### src/rtl/core/bcba_pkg.sv
// bcba_pkg: shared types and constants for the bitmap contiguous block allocator
// holds the request codes, the sequencer states and the word scan status struct
// no dependencies
`default_nettype none

package bcba_pkg;

    // field widths
    localparam int LEN_W   = 20;   // byte length
    localparam int BSZ_W   = 16;   // block size in bytes
    localparam int BIU_W   = 9;    // blocks in use register
    localparam int START_W = 8;    // start block field
    localparam int NEED_W  = 21;   // unsaturated block count
    localparam int BC_W    = 17;   // reported block count
    localparam int CNT_W   = 9;    // free and used totals
    localparam int CMP_W   = 22;   // common width for index compares

    localparam logic [NEED_W-1:0] BC_MAX = NEED_W'(131071);

    // bitmap word held by one cell
    localparam int WORD_W   = 8;
    localparam int WORD_LOG = 3;
    localparam int POP_W    = 4;

    // register map, decoded on paddr[2]
    localparam logic REG_BLOCK_SIZE    = 1'b0;
    localparam logic REG_BLOCKS_IN_USE = 1'b1;

    typedef enum logic [1:0] {
        FN_FIND  = 2'd0,
        FN_MARK  = 2'd1,
        FN_CLEAR = 2'd2,
        FN_COUNT = 2'd3
    } func_t;

    typedef enum logic [1:0] {
        ST_IDLE = 2'd0,
        ST_DIV  = 2'd1,
        ST_SCAN = 2'd2,
        ST_DONE = 2'd3
    } state_t;

    // status of one word going past the scan head
    typedef struct packed {
        logic               hit;
        logic [START_W-1:0] hit_start;
        logic [CMP_W-1:0]   run_out;
        logic [POP_W-1:0]   used_cnt;
        logic [POP_W-1:0]   free_cnt;
    } scan_res_t;

endpackage

`default_nettype wire

### src/rtl/core/bcba_cell.sv
// bcba_cell: one link of the bitmap ring, holds one word of block-used bits
// depends on bcba_pkg
`default_nettype none

module bcba_cell (
    input  wire logic                      clk,
    input  wire logic                      rst_n,
    input  wire logic                      shift,
    input  wire logic [bcba_pkg::WORD_W-1:0] d,
    output logic      [bcba_pkg::WORD_W-1:0] q
);
    import bcba_pkg::*;

    logic [WORD_W-1:0] word_reg;

    // every block free at reset
    always_ff @(posedge clk or negedge rst_n)
    begin
        if (!rst_n)
        begin
            word_reg <= '0;
        end
        else if (shift)
        begin
            word_reg <= d;
        end
    end

    assign q = word_reg;

endmodule

`default_nettype wire

### src/rtl/core/bcba_divider.sv
// bcba_divider: restoring divider, one quotient bit a cycle, rounds up
// depends on bcba_pkg
`default_nettype none

module bcba_divider (
    input  wire logic                       clk,
    input  wire logic                       rst_n,
    input  wire logic                       start,
    input  wire logic [bcba_pkg::LEN_W-1:0] dividend,
    input  wire logic [bcba_pkg::BSZ_W-1:0] divisor,
    output logic                            done,
    output logic      [bcba_pkg::NEED_W-1:0] quotient
);
    import bcba_pkg::*;

    localparam int STEP_W = $clog2(LEN_W);

    logic [BSZ_W:0]    rem_reg;
    logic [LEN_W-1:0]  quo_reg;
    logic [BSZ_W-1:0]  dsr_reg;
    logic [STEP_W-1:0] cnt_reg;
    logic              busy_reg;
    logic              done_reg;

    logic [BSZ_W:0] shifted;
    logic           ge;

    assign shifted = {rem_reg[BSZ_W-1:0], quo_reg[LEN_W-1]};
    assign ge      = shifted >= {1'b0, dsr_reg};

    // datapath
    always_ff @(posedge clk)
    begin
        if (start)
        begin
            rem_reg <= '0;
            quo_reg <= dividend;
            // zero block size acts as one
            dsr_reg <= (divisor == '0) ? BSZ_W'(1) : divisor;
        end
        else if (busy_reg)
        begin
            rem_reg <= ge ? (shifted - {1'b0, dsr_reg}) : shifted;
            quo_reg <= {quo_reg[LEN_W-2:0], ge};
        end
    end

    // step control
    always_ff @(posedge clk or negedge rst_n)
    begin
        if (!rst_n)
        begin
            cnt_reg  <= '0;
            busy_reg <= 1'b0;
            done_reg <= 1'b0;
        end
        else
        begin
            done_reg <= 1'b0;
            if (start)
            begin
                cnt_reg  <= '0;
                busy_reg <= 1'b1;
            end
            else if (busy_reg)
            begin
                cnt_reg <= cnt_reg + STEP_W'(1);
                if (cnt_reg == STEP_W'(LEN_W - 1))
                begin
                    busy_reg <= 1'b0;
                    done_reg <= 1'b1;
                end
            end
        end
    end

    assign done     = done_reg;
    assign quotient = NEED_W'(quo_reg) + NEED_W'(rem_reg != '0);

endmodule

`default_nettype wire

### src/rtl/core/bcba_word_scan.sv
// bcba_word_scan: per-word logic at the head of the ring
// applies mark or clear, counts totals and tracks the free run; depends on bcba_pkg
`default_nettype none

module bcba_word_scan (
    input  wire logic [bcba_pkg::WORD_W-1:0] word_in,
    input  wire logic [bcba_pkg::CMP_W-1:0]  base,
    input  wire logic [bcba_pkg::CMP_W-1:0]  lim,
    input  wire logic [bcba_pkg::CMP_W-1:0]  range_lo,
    input  wire logic [bcba_pkg::CMP_W-1:0]  range_hi,
    input  wire logic [bcba_pkg::CMP_W-1:0]  need,
    input  wire bcba_pkg::func_t             func,
    input  wire logic [bcba_pkg::CMP_W-1:0]  run_in,
    output logic      [bcba_pkg::WORD_W-1:0] word_out,
    output bcba_pkg::scan_res_t              res
);
    import bcba_pkg::*;

    always_comb
    begin
        logic [CMP_W-1:0] b;
        logic [CMP_W-1:0] run_j;
        logic [CMP_W-1:0] diff;
        logic             valid;
        logic             in_rng;
        logic             nb;
        logic             free_b;
        logic             all_prev;
        logic             all_cur;
        logic [POP_W-1:0] t_prev;
        logic [POP_W-1:0] t_cur;

        res      = '0;
        word_out = word_in;
        run_j    = run_in;
        all_prev = 1'b1;
        t_prev   = '0;
        for (int j = 0; j < WORD_W; j++)
        begin
            b      = base + CMP_W'(j);
            valid  = b < lim;
            in_rng = valid && (b >= range_lo) && (b < range_hi);
            case (func)
                FN_MARK:  nb = in_rng ? 1'b1 : word_in[j];
                FN_CLEAR: nb = in_rng ? 1'b0 : word_in[j];
                default:  nb = word_in[j];
            endcase
            word_out[j] = nb;
            if (valid)
            begin
                if (nb)
                begin
                    res.used_cnt = res.used_cnt + POP_W'(1);
                end
                else
                begin
                    res.free_cnt = res.free_cnt + POP_W'(1);
                end
            end
            // free run ending at this bit, blocks past the limit break it
            free_b  = valid && !word_in[j];
            all_cur = all_prev && free_b;
            t_cur   = free_b ? (t_prev + POP_W'(1)) : '0;
            run_j   = all_cur ? (run_in + CMP_W'(j + 1)) : CMP_W'(t_cur);
            diff    = b + CMP_W'(1) - need;
            if ((func == FN_FIND) && (need != '0) && (run_j >= need) && !res.hit)
            begin
                res.hit       = 1'b1;
                res.hit_start = diff[START_W-1:0];
            end
            all_prev = all_cur;
            t_prev   = t_cur;
        end
        res.run_out = run_j;
    end

endmodule

`default_nettype wire

### src/rtl/core/bitmap_contiguous_block_allocator_unit.sv
// bitmap_contiguous_block_allocator_unit: top level of the first-fit block allocator
// instantiates bcba_divider, bcba_cell ring and bcba_word_scan; depends on bcba_pkg
//
// usage
//   s_axis carries one request word: tuser is the request code (find, mark, clear,
//   count), tdata holds byte length and start block. m_axis returns one result word
//   per request: tuser is the found flag, tdata holds run start, block count and the
//   free and used totals as they stand after the request.
//   apb port: block size at address 0, blocks in use at address 4; write only when
//   no request is in flight. pready is tied high.
// timing
//   the result follows the request word through the shift-subtract divider for the block
//   count (20 steps and the done cycle), one pass of the bitmap ring at one 8-bit word per
//   cycle past the scan head, then the load of the output register. one request is worked
//   on at a time; the next is taken in the cycle after the load.
// reset
//   bitmap cleared (all blocks free), block size 16, blocks in use 256, no output.
// back pressure
//   the result sits in the output register until taken; a new request may be
//   accepted meanwhile, and its result waits in the done state if the old one is
//   still held.
`default_nettype none

module bitmap_contiguous_block_allocator_unit #(
    parameter int NUM_BLOCKS = 256
) (
    input  wire logic        clk,
    input  wire logic        rst_n,
    // request stream
    input  wire logic        s_axis_tvalid,
    output logic             s_axis_tready,
    input  wire logic [31:0] s_axis_tdata,   // byte_length[19:0], start_block[27:20], zero
    input  wire logic [1:0]  s_axis_tuser,   // func[1:0]
    // result stream
    output logic             m_axis_tvalid,
    input  wire logic        m_axis_tready,
    output logic      [47:0] m_axis_tdata,   // run_start[7:0], block_count[24:8],
                                             // free_count[33:25], used_count[42:34], zero
    output logic      [0:0]  m_axis_tuser,   // found[0]
    // configuration
    input  wire logic        psel,
    input  wire logic        penable,
    input  wire logic        pwrite,
    input  wire logic [2:0]  paddr,
    input  wire logic [31:0] pwdata,
    output logic      [31:0] prdata,
    output logic             pready
);
    import bcba_pkg::*;

    localparam int NUM_WORDS = (NUM_BLOCKS + WORD_W - 1) / WORD_W;
    localparam int WIDX_W    = (NUM_WORDS > 1) ? $clog2(NUM_WORDS) : 1;

    // configuration registers
    logic [BSZ_W-1:0] block_size_reg;
    logic [BIU_W-1:0] blocks_in_use_reg;
    logic             cfg_wr;

    assign pready = 1'b1;
    assign cfg_wr = psel && penable && pwrite;

    always_ff @(posedge clk or negedge rst_n)
    begin
        if (!rst_n)
        begin
            block_size_reg    <= BSZ_W'(16);
            blocks_in_use_reg <= BIU_W'(256);
        end
        else if (cfg_wr)
        begin
            case (paddr[2])
                REG_BLOCK_SIZE:    block_size_reg    <= pwdata[BSZ_W-1:0];
                REG_BLOCKS_IN_USE: blocks_in_use_reg <= pwdata[BIU_W-1:0];
                default:           ;
            endcase
        end
    end

    always_comb
    begin
        case (paddr[2])
            REG_BLOCK_SIZE:    prdata = 32'(block_size_reg);
            REG_BLOCKS_IN_USE: prdata = 32'(blocks_in_use_reg);
            default:           prdata = '0;
        endcase
    end

    // managed block count, clipped to the bitmap size
    logic [CMP_W-1:0] lim;
    assign lim = (CMP_W'(blocks_in_use_reg) > CMP_W'(NUM_BLOCKS)) ?
                 CMP_W'(NUM_BLOCKS) : CMP_W'(blocks_in_use_reg);

    // sequencer
    state_t state_reg;
    state_t state_next;
    logic   accept;
    logic   div_done;
    logic   last_word;
    logic   load_out;
    logic   scan_active;

    logic [NEED_W-1:0] div_need;
    logic [WIDX_W-1:0] word_idx_reg;
    logic              m_valid_reg;

    assign last_word = (word_idx_reg == WIDX_W'(NUM_WORDS - 1));

    always_ff @(posedge clk or negedge rst_n)
    begin
        if (!rst_n)
        begin
            state_reg <= ST_IDLE;
        end
        else
        begin
            state_reg <= state_next;
        end
    end

    always_comb
    begin
        state_next    = state_reg;
        s_axis_tready = 1'b0;
        scan_active   = 1'b0;
        load_out      = 1'b0;
        case (state_reg)
            ST_IDLE:
            begin
                s_axis_tready = 1'b1;
                if (s_axis_tvalid)
                begin
                    state_next = ST_DIV;
                end
            end
            ST_DIV:
            begin
                if (div_done)
                begin
                    state_next = ST_SCAN;
                end
            end
            ST_SCAN:
            begin
                scan_active = 1'b1;
                if (last_word)
                begin
                    state_next = ST_DONE;
                end
            end
            ST_DONE:
            begin
                // wait for the output register to free up
                if (!m_valid_reg || m_axis_tready)
                begin
                    load_out   = 1'b1;
                    state_next = ST_IDLE;
                end
            end
            default:
            begin
                state_next = ST_IDLE;
            end
        endcase
    end

    assign accept = s_axis_tvalid && s_axis_tready;

    // block count
    bcba_divider u_div (
        .clk      (clk),
        .rst_n    (rst_n),
        .start    (accept),
        .dividend (s_axis_tdata[LEN_W-1:0]),
        .divisor  (block_size_reg),
        .done     (div_done),
        .quotient (div_need)
    );

    // request holding registers
    func_t              func_reg;
    logic [START_W-1:0] start_reg;
    logic [CMP_W-1:0]   need_reg;
    logic [CMP_W-1:0]   end_reg;

    always_ff @(posedge clk)
    begin
        if (accept)
        begin
            func_reg  <= func_t'(s_axis_tuser);
            start_reg <= s_axis_tdata[LEN_W+START_W-1:LEN_W];
        end
        if (div_done)
        begin
            need_reg <= CMP_W'(div_need);
            end_reg  <= CMP_W'(start_reg) + CMP_W'(div_need);
        end
    end

    // bitmap ring: the head word goes through the scan logic and back in at the tail
    logic [WORD_W-1:0] cell_q [NUM_WORDS];
    logic [WORD_W-1:0] cell_d [NUM_WORDS];
    logic [WORD_W-1:0] scan_word;
    scan_res_t         scan_res;

    for (genvar k = 0; k < NUM_WORDS; k++)
    begin : g_cell
        if (k == NUM_WORDS - 1)
        begin : g_tail
            assign cell_d[k] = scan_word;
        end
        else
        begin : g_link
            assign cell_d[k] = cell_q[k+1];
        end
        bcba_cell u_cell (
            .clk   (clk),
            .rst_n (rst_n),
            .shift (scan_active),
            .d     (cell_d[k]),
            .q     (cell_q[k])
        );
    end

    // scan accumulators
    logic [CMP_W-1:0]   run_reg;
    logic               found_reg;
    logic [START_W-1:0] run_start_reg;
    logic [CNT_W-1:0]   free_acc_reg;
    logic [CNT_W-1:0]   used_acc_reg;

    bcba_word_scan u_scan (
        .word_in  (cell_q[0]),
        .base     (CMP_W'(word_idx_reg) << WORD_LOG),
        .lim      (lim),
        .range_lo (CMP_W'(start_reg)),
        .range_hi (end_reg),
        .need     (need_reg),
        .func     (func_reg),
        .run_in   (run_reg),
        .word_out (scan_word),
        .res      (scan_res)
    );

    always_ff @(posedge clk or negedge rst_n)
    begin
        if (!rst_n)
        begin
            word_idx_reg <= '0;
            found_reg    <= 1'b0;
        end
        else if (accept)
        begin
            word_idx_reg <= '0;
            found_reg    <= 1'b0;
        end
        else if (scan_active)
        begin
            word_idx_reg <= last_word ? '0 : (word_idx_reg + WIDX_W'(1));
            if (scan_res.hit)
            begin
                found_reg <= 1'b1;
            end
        end
    end

    always_ff @(posedge clk)
    begin
        if (accept)
        begin
            run_reg      <= '0;
            free_acc_reg <= '0;
            used_acc_reg <= '0;
        end
        else if (scan_active)
        begin
            run_reg      <= scan_res.run_out;
            // totals wrap modulo 512 like the reported field
            free_acc_reg <= free_acc_reg + CNT_W'(scan_res.free_cnt);
            used_acc_reg <= used_acc_reg + CNT_W'(scan_res.used_cnt);
            // first hit only, later words keep counting
            if (scan_res.hit && !found_reg)
            begin
                run_start_reg <= scan_res.hit_start;
            end
        end
    end

    // output register
    logic               out_found_reg;
    logic [START_W-1:0] out_start_reg;
    logic [BC_W-1:0]    out_bc_reg;
    logic [CNT_W-1:0]   out_free_reg;
    logic [CNT_W-1:0]   out_used_reg;
    logic [BC_W-1:0]    bc_sat;

    assign bc_sat = (need_reg > CMP_W'(BC_MAX)) ? BC_MAX[BC_W-1:0] : need_reg[BC_W-1:0];

    always_ff @(posedge clk or negedge rst_n)
    begin
        if (!rst_n)
        begin
            m_valid_reg <= 1'b0;
        end
        else if (load_out)
        begin
            m_valid_reg <= 1'b1;
        end
        else if (m_axis_tready)
        begin
            m_valid_reg <= 1'b0;
        end
    end

    always_ff @(posedge clk)
    begin
        if (load_out)
        begin
            out_found_reg <= found_reg;
            out_start_reg <= found_reg ? run_start_reg : '0;
            out_bc_reg    <= (func_reg == FN_COUNT) ? '0 : bc_sat;
            out_free_reg  <= free_acc_reg;
            out_used_reg  <= used_acc_reg;
        end
    end

    assign m_axis_tvalid = m_valid_reg;
    assign m_axis_tuser  = out_found_reg;
    assign m_axis_tdata  = {5'b0, out_used_reg, out_free_reg, out_bc_reg, out_start_reg};

endmodule

`default_nettype wire

### config.mk
export PLATFORM = sky130hd
export DESIGN_NAME = bitmap_contiguous_block_allocator_unit
export DESIGN_NICKNAME = d
export VERILOG_FILES = /design/src/rtl/core/bcba_pkg.sv /design/src/rtl/core/bcba_cell.sv /design/src/rtl/core/bcba_divider.sv /design/src/rtl/core/bcba_word_scan.sv /design/src/rtl/core/bitmap_contiguous_block_allocator_unit.sv
export SDC_FILE = /design/constraint.sdc
export NUM_CORES = 2
export LEC_CHECK = 0
export BUFFER_PORTS_ARGS = -buffer_cell sky130_fd_sc_hd__clkbuf_2
export CAP_MARGIN = 15
export CELL_PAD_IN_SITES_DETAIL_PLACEMENT = 1
export CELL_PAD_IN_SITES_GLOBAL_PLACEMENT = 1
export CORE_MARGIN = 3
export CORE_UTILIZATION = 40
export DETAILED_ROUTE_END_ITERATION = 7
export PLACE_DENSITY_LB_ADDON = 0.1
export SETUP_SLACK_MARGIN = 0.3
export SLEW_MARGIN = 5
export SYNTH_ARGS = -nofsm -noshare
export SYNTH_HDL_FRONTEND = slang
export SYNTH_SLANG_ARGS = --single-unit
### constraint.sdc
create_clock -name clk -period 16.1 [get_ports clk]
set_input_delay 2.415 -clock clk [delete_from_list [all_inputs] [get_ports clk]]
set_output_delay 2.415 -clock clk [all_outputs]
set_load 0.01 [all_outputs]
; Yosys cells after proc, flatten, opt, wreduce, memory -nomap -nowiden
; Cells that the tools add are included.
[word_totals]
output_inout_bits = 84
reg_bits = 495
[op_classes]
n_lt_le_gt_ge = 35
mux = 103
reduce_logical = 83
eq_ne = 12
bitwise = 2
n_addsub = 58
[ops]
columns = cell, n
row1 = $ge 22x21->1, 8
row2 = $mux 22, 8
row3 = $lt 9x22->1, 7
row4 = $add 22x3->22 const B, 4
row5 = $add 4x1->4 const B, 21
row6 = $mux 4, 21
row7 = $mux 9, 9
row8 = $mux 8, 8
row9 = $pmux 32 s2, 1
row10 = $sub 8x8->8, 8
row11 = $ge 9x8->1, 7
row12 = $lt 9x9->1, 7
row13 = $add 8x1->8 const B, 7
row14 = $logic_and 1x1->1, 51
row15 = $add 22x2->22 const B, 2
row16 = $mux 20, 2
row17 = $add 8x3->9 const B, 4
row18 = $mux 1, 34
row19 = $mux 17, 2
row20 = $mux 5, 5
row21 = $add 22x1->22 const B, 1
row22 = $add 22x4->22 const B, 1
row23 = $add 8x21->22, 1
row24 = $lt 8x22->1, 1
row25 = other kinds (30), 73

; Longest topological paths before layout
[logic_depth]
word_depth = 33
ltp_mapped = 43
depth_no_buf = 40

; By module
; Synthesis repeated with hierarchy kept, for this count alone.
[hier_totals]
cells_unflattened = 4772
area_unflattened_um2 = 46844.9
[modules_own_cells]
columns = module, area_each_um2, seq_area_each_um2, n_inst, cells_per_inst
row1 = bcba_word_scan, 24888.9, 0.0, 1, 3299
row2 = bcba_cell, 331.6, 200.2, 32, 17
row3 = bitmap_contiguous_block_allocator_unit, 7505.9, 4807.1, 1, 544
row4 = bcba_divider, 3839.9, 1596.5, 1, 385

; Worst setup path after synthesis
; No wires, ideal clock.
[synth_timing]
path_type = register to register
from = register blocks_in_use_reg[8]
to = register used_acc_reg[8]
setup_slack_ns = 8.633
arrival_ns = 7.339
period_less_slack_ns = 7.467
required_ns = 15.972
stages_incl_launch_ff = 38
n_path_buf = 2
cell_sequence = dfstp_2 -> clkbuf_1 -> clkbuf_1 -> nand2b_1 -> ha_1 -> a211oi_1 -> o32a_1 -> nand2_1 -> a211o_1 -> o21ai_0 -> a21o_1 -> inv_1 -> ha_1 -> mux2i_2 -> inv_1 -> ha_1 -> inv_1 -> a211oi_1 -> [2 not listed] -> inv_1 -> a21oi_1 -> ha_1 -> nand2_1 -> o21ai_0 -> ha_1 -> mux2_2 -> ha_1 -> mux2_2 -> ha_1 -> mux2_2 -> fa_1 -> a21o_1 -> a21oi_1 -> nor2_1 -> nand4_1 -> xor2_1 -> nor2_1
[synth_lines]
columns = element, line_no
row1 = start: declaration, bitmap_contiguous_block_allocator_unit.sv:56  ; logic [BIU_W-1:0] blocks_in_use_reg;
row2 = start signal: assignment, bitmap_contiguous_block_allocator_unit.sv:73  ; REG_BLOCKS_IN_USE: blocks_in_use_reg <= pwdata[BIU_W-1:0];
row3 = end signal: assignment, bitmap_contiguous_block_allocator_unit.sv:279  ; used_acc_reg <= used_acc_reg + CNT_W'(scan_res.used_cnt);
row4 = end: declaration, bitmap_contiguous_block_allocator_unit.sv:229  ; logic [CNT_W-1:0] used_acc_reg;

==> flow_summary_export.csv <==
group,metric,value,unit
pwr,max-vdd-ir-drop,322,uV
cells_and_area,largest_reg_flops,256,
clock_network,clockRootBuffer,"clkbuf_16",
global_route,grt_max_degree,183,
hold_path,whs_path_depth,0,
worst_setup_path,crit_arrival,9340,ps
timing,setup_tns,0,ps
routing,ant_nets,0,
routing,drt-pass1-iter-count,5,
clock_network,cts_resized,0,
worst_setup_path,critPathKind,"reg2reg",
floorplanning,die_width,286,um
routing,via_count,23700,
hold_path,hold_class,"reg2reg",
routing,drtIter0Drc,1273,
clock_network,htree_levels,2,
placed_design,gp_congestion,0.883,
worst_setup_path,r2r_cells,23,
logic_synthesis,synthMuxAreaShare,11.6,%
flow_run,maxCapViolations,0,
placed_design,io_buffers,115,
logic_synthesis,yosysWarningCount,0,
logic_synthesis,ys_seq_elements,495,
logic_synthesis,netlist_top_cells_count,"nor2_1 (334), dfrtp_1 (295), mux2_2 (289)",
clock_network,tritoncts,"yes",
timing,worst_pin_slew,1220,ps
cells_and_area,n_antenna_cell,0,
logic_synthesis,synth_cell_types,94,
pwr,power.density,211,nW/um^2
clock_network,cts_setup_buffers,0,
logic_synthesis,yosysMostFrequentCell,"nor2_1",
logic_synthesis,ys.flop_type,"dfrtp_1",
floorplanning,fp.dieArea,81900,sq um
pwr,leakage,16.1,nW
logic_synthesis,async_flop_share,60.0,%
clock_network,clock_sinks,495,
logic_synthesis,yosys.area.top_type_share,23.5,%
floorplanning,io_pins,160,
logic_synthesis,synth-edff-count,141,
floorplanning,rows,102,
clock_network,cts.reportedPaths.clkPinSlew,80,ps
timing,maxSlewViolCount,0,
floorplanning,initial_core_util,40.5,%
clock_network,clock_path_buffers,3,
timing,fin_crit,8930,ps
routing,routedWlPerCell,21.3,um
cells_and_area,final_layout_size_suffix_gt1_share,18.0,%
logic_synthesis,synth_top_family_by_area,"simple AND/OR/NAND/NOR gates",
routing,drc,0,
global_route,track_usage,22.1,%
global_route,grt-ovfl-total,0,
logic_synthesis,ys_top_cells_by_area,"dfrtp_1 (23%), edfxtp_1 (13%), ha_1 (11%)",
global_route,antenna_found_initial,1,
timing,hold_viol,0,
clock_network,numCtsBuffers,56,
global_route,grt_pass1_vias,25400,
logic_synthesis,yosysTopAreaCell,"dfrtp_1",
routing,vias_per_cell,5.54,
timing,final.period_utilization,55.5,%
routing,wirelength,91100,um
floorplanning,fp.dieH,286,um
logic_synthesis,synth-xor-area-share,6.64,%
logic_synthesis,synth-simple-area-share,14.5,%
timing,rsz0062_at_grt,"no",
worst_setup_path,crit_path_end_kind,"register",
logic_synthesis,synth-compound-area-share,11.1,%
worst_setup_path,startpoint_type,"register",
clock_network,insertion_delay,650,ps
logic_synthesis,yosys.area_share.adder,11.6,%
timing,clock.fmax,0.112,GHz
logic_synthesis,synth_cells,3130,
worst_setup_path,critPathMaxFanout,11,
run_status,status,"finished clean",
logic_synthesis,netlist_area,31400,sq um
cells_and_area,fin_nets,3559,
timing,finalSetupViolCount,0,
logic_synthesis,synth-seq-area-share,40.8,%
clock_network,ctsHoldBuffers,0,
timing,slew_headroom,18.7,%
timing,clock_skew,49.0,ps
global_route,grt_pass1_wl,144000,um
logic_synthesis,avgSynthCellArea,10.0,sq um
floorplanning,core_area,77600,sq um
pwr,p_total,0.00740,W
placed_design,dp_hpwl,66200,um
cells_and_area,area.growth.synth_to_final,11.4,%
worst_setup_path,critical_path_required,16500,ps
==> worst paths after layout <==
path                                  from                endpoint  slack, ps
min in group asynchronous            rst_n  g_cell[12].u_cell.q[6]       1730
hold reg to reg            used_acc_reg[4]         out_used_reg[4]        450
setup / recovery                run_reg[4]        run_start_reg[6]       7170
hold / removal             used_acc_reg[4]         out_used_reg[4]        450
setup reg to reg                run_reg[4]        run_start_reg[6]       7170
max in group asynchronous            rst_n              u_div.done      12930
==> stage by stage <==
| step | instance area, sq um | util [%] | cells | setup slack [ps] | hold slack [ps] |
|---|---|---|---|---|---|
| finish | 35000 | 45.1 | 4284 | 7170 | 455 |
| global route | 35000 | 45.1 | 4284 | 6510 | 463 |
| global placement | 33000 | 42.5 | 4176 | 7410 | 439 |
| detailed placement | 33000 | 42.6 | 4177 | 7190 | 446 |
| CTS | 35000 | 45.1 | 4283 | 7170 | 444 |
| floorplan | 31500 | - | 3151 | 8630 | 428 |
==> worst max-delay path, stage by stage (launching register included) <==
cell      delay, ps
dfxtp_1         670
ha_1            530
nand3_1         350
nor2_1          490
and2_1          350
and3_1          290
nand3_1         360
nor2_1          550
nand3_1         310
or3_1           430
a21oi_1         150
ha_1            290
nand4_1         200
nor2_1          100
nand4_1         130
nor2_1          120
a221o_1         310
a221oi_1        750
and2_1          480
and2_1          260
nand3_1         130
nor4b_2         820
nor2_1          240
o311ai_1        370
==> cell families after synthesis <==
kind of cell             Yosys count
AO/OA/AOI/OAI                    548
XOR/XNOR                         231
adder cells (fa/ha/maj)          287
buffers and inverters            295
flip-flops                       495
multiplexers                     327
other                              2
AND/OR/NAND/NOR                  945
==> layer usage <==
metal,part of all wire (%),vias to the layer above,GRT usage [%]
met5,0.013,-,0
met2,48,461,38.0
met4,3.0,2,6.58
li1,-,11200,-
met3,3.9,160,3.14
met1,45,11900,29.0
==> placed cells by master, fill, tap and decap left out, types with 8 or more instances in the layout <==
| master | n |
|---|---|
| a21oi_1 | 173 |
| o21bai_1 | 10 |
| o31ai_1 | 9 |
| and4_1 | 10 |
| dfxtp_1 | 57 |
| xnor2_1 | 127 |
| or3_1 | 33 |
| and3_1 | 26 |
| o21ai_0 | 125 |
| clkbuf_16 | 56 |
| mux2_2 | 289 |
| dfrtp_1 | 294 |
| nor4_1 | 19 |
| mux2i_1 | 37 |
| clkinv_2 | 11 |
| inv_1 | 122 |
| nor3_1 | 35 |
| xor2_1 | 99 |
| a21o_1 | 86 |
| o21a_1 | 14 |
| buf_4 | 37 |
| conb_1 | 23 |
| nand2_1 | 223 |
| fa_1 | 8 |
| nand4_1 | 56 |
| a211oi_1 | 24 |
| ha_1 | 278 |
| clkbuf_2 | 114 |
| nor2b_1 | 44 |
| and2_1 | 21 |
| edfxtp_1 | 141 |
| nand3_1 | 63 |
| a31oi_1 | 15 |
| nand2b_1 | 34 |
| clkbuf_1 | 8 |
| nor2_1 | 333 |
==> cell type report <==
type | instances | area [sq um]
timing repair buffer | 155 | 916
fill | 8669 | 42600
clock inverter | 36 | 450
multi-input combinational | 2361 | 17500
tap | 1040 | 1300
clock buffer | 70 | 1510
sequential | 495 | 12800
inverter | 127 | 482
==> where the power goes <==
part / internal [W] / total (W) / leakage (nW) / switching, W
sequential: 0.00163 / 0.00184 / 5.81 / 0.000215
combinational: 0.00178 / 0.00422 / 9.39 / 0.00244
clock: 0.000787 / 0.00134 / 0.946 / 0.000550
Power figures use the tool's default switching activity.
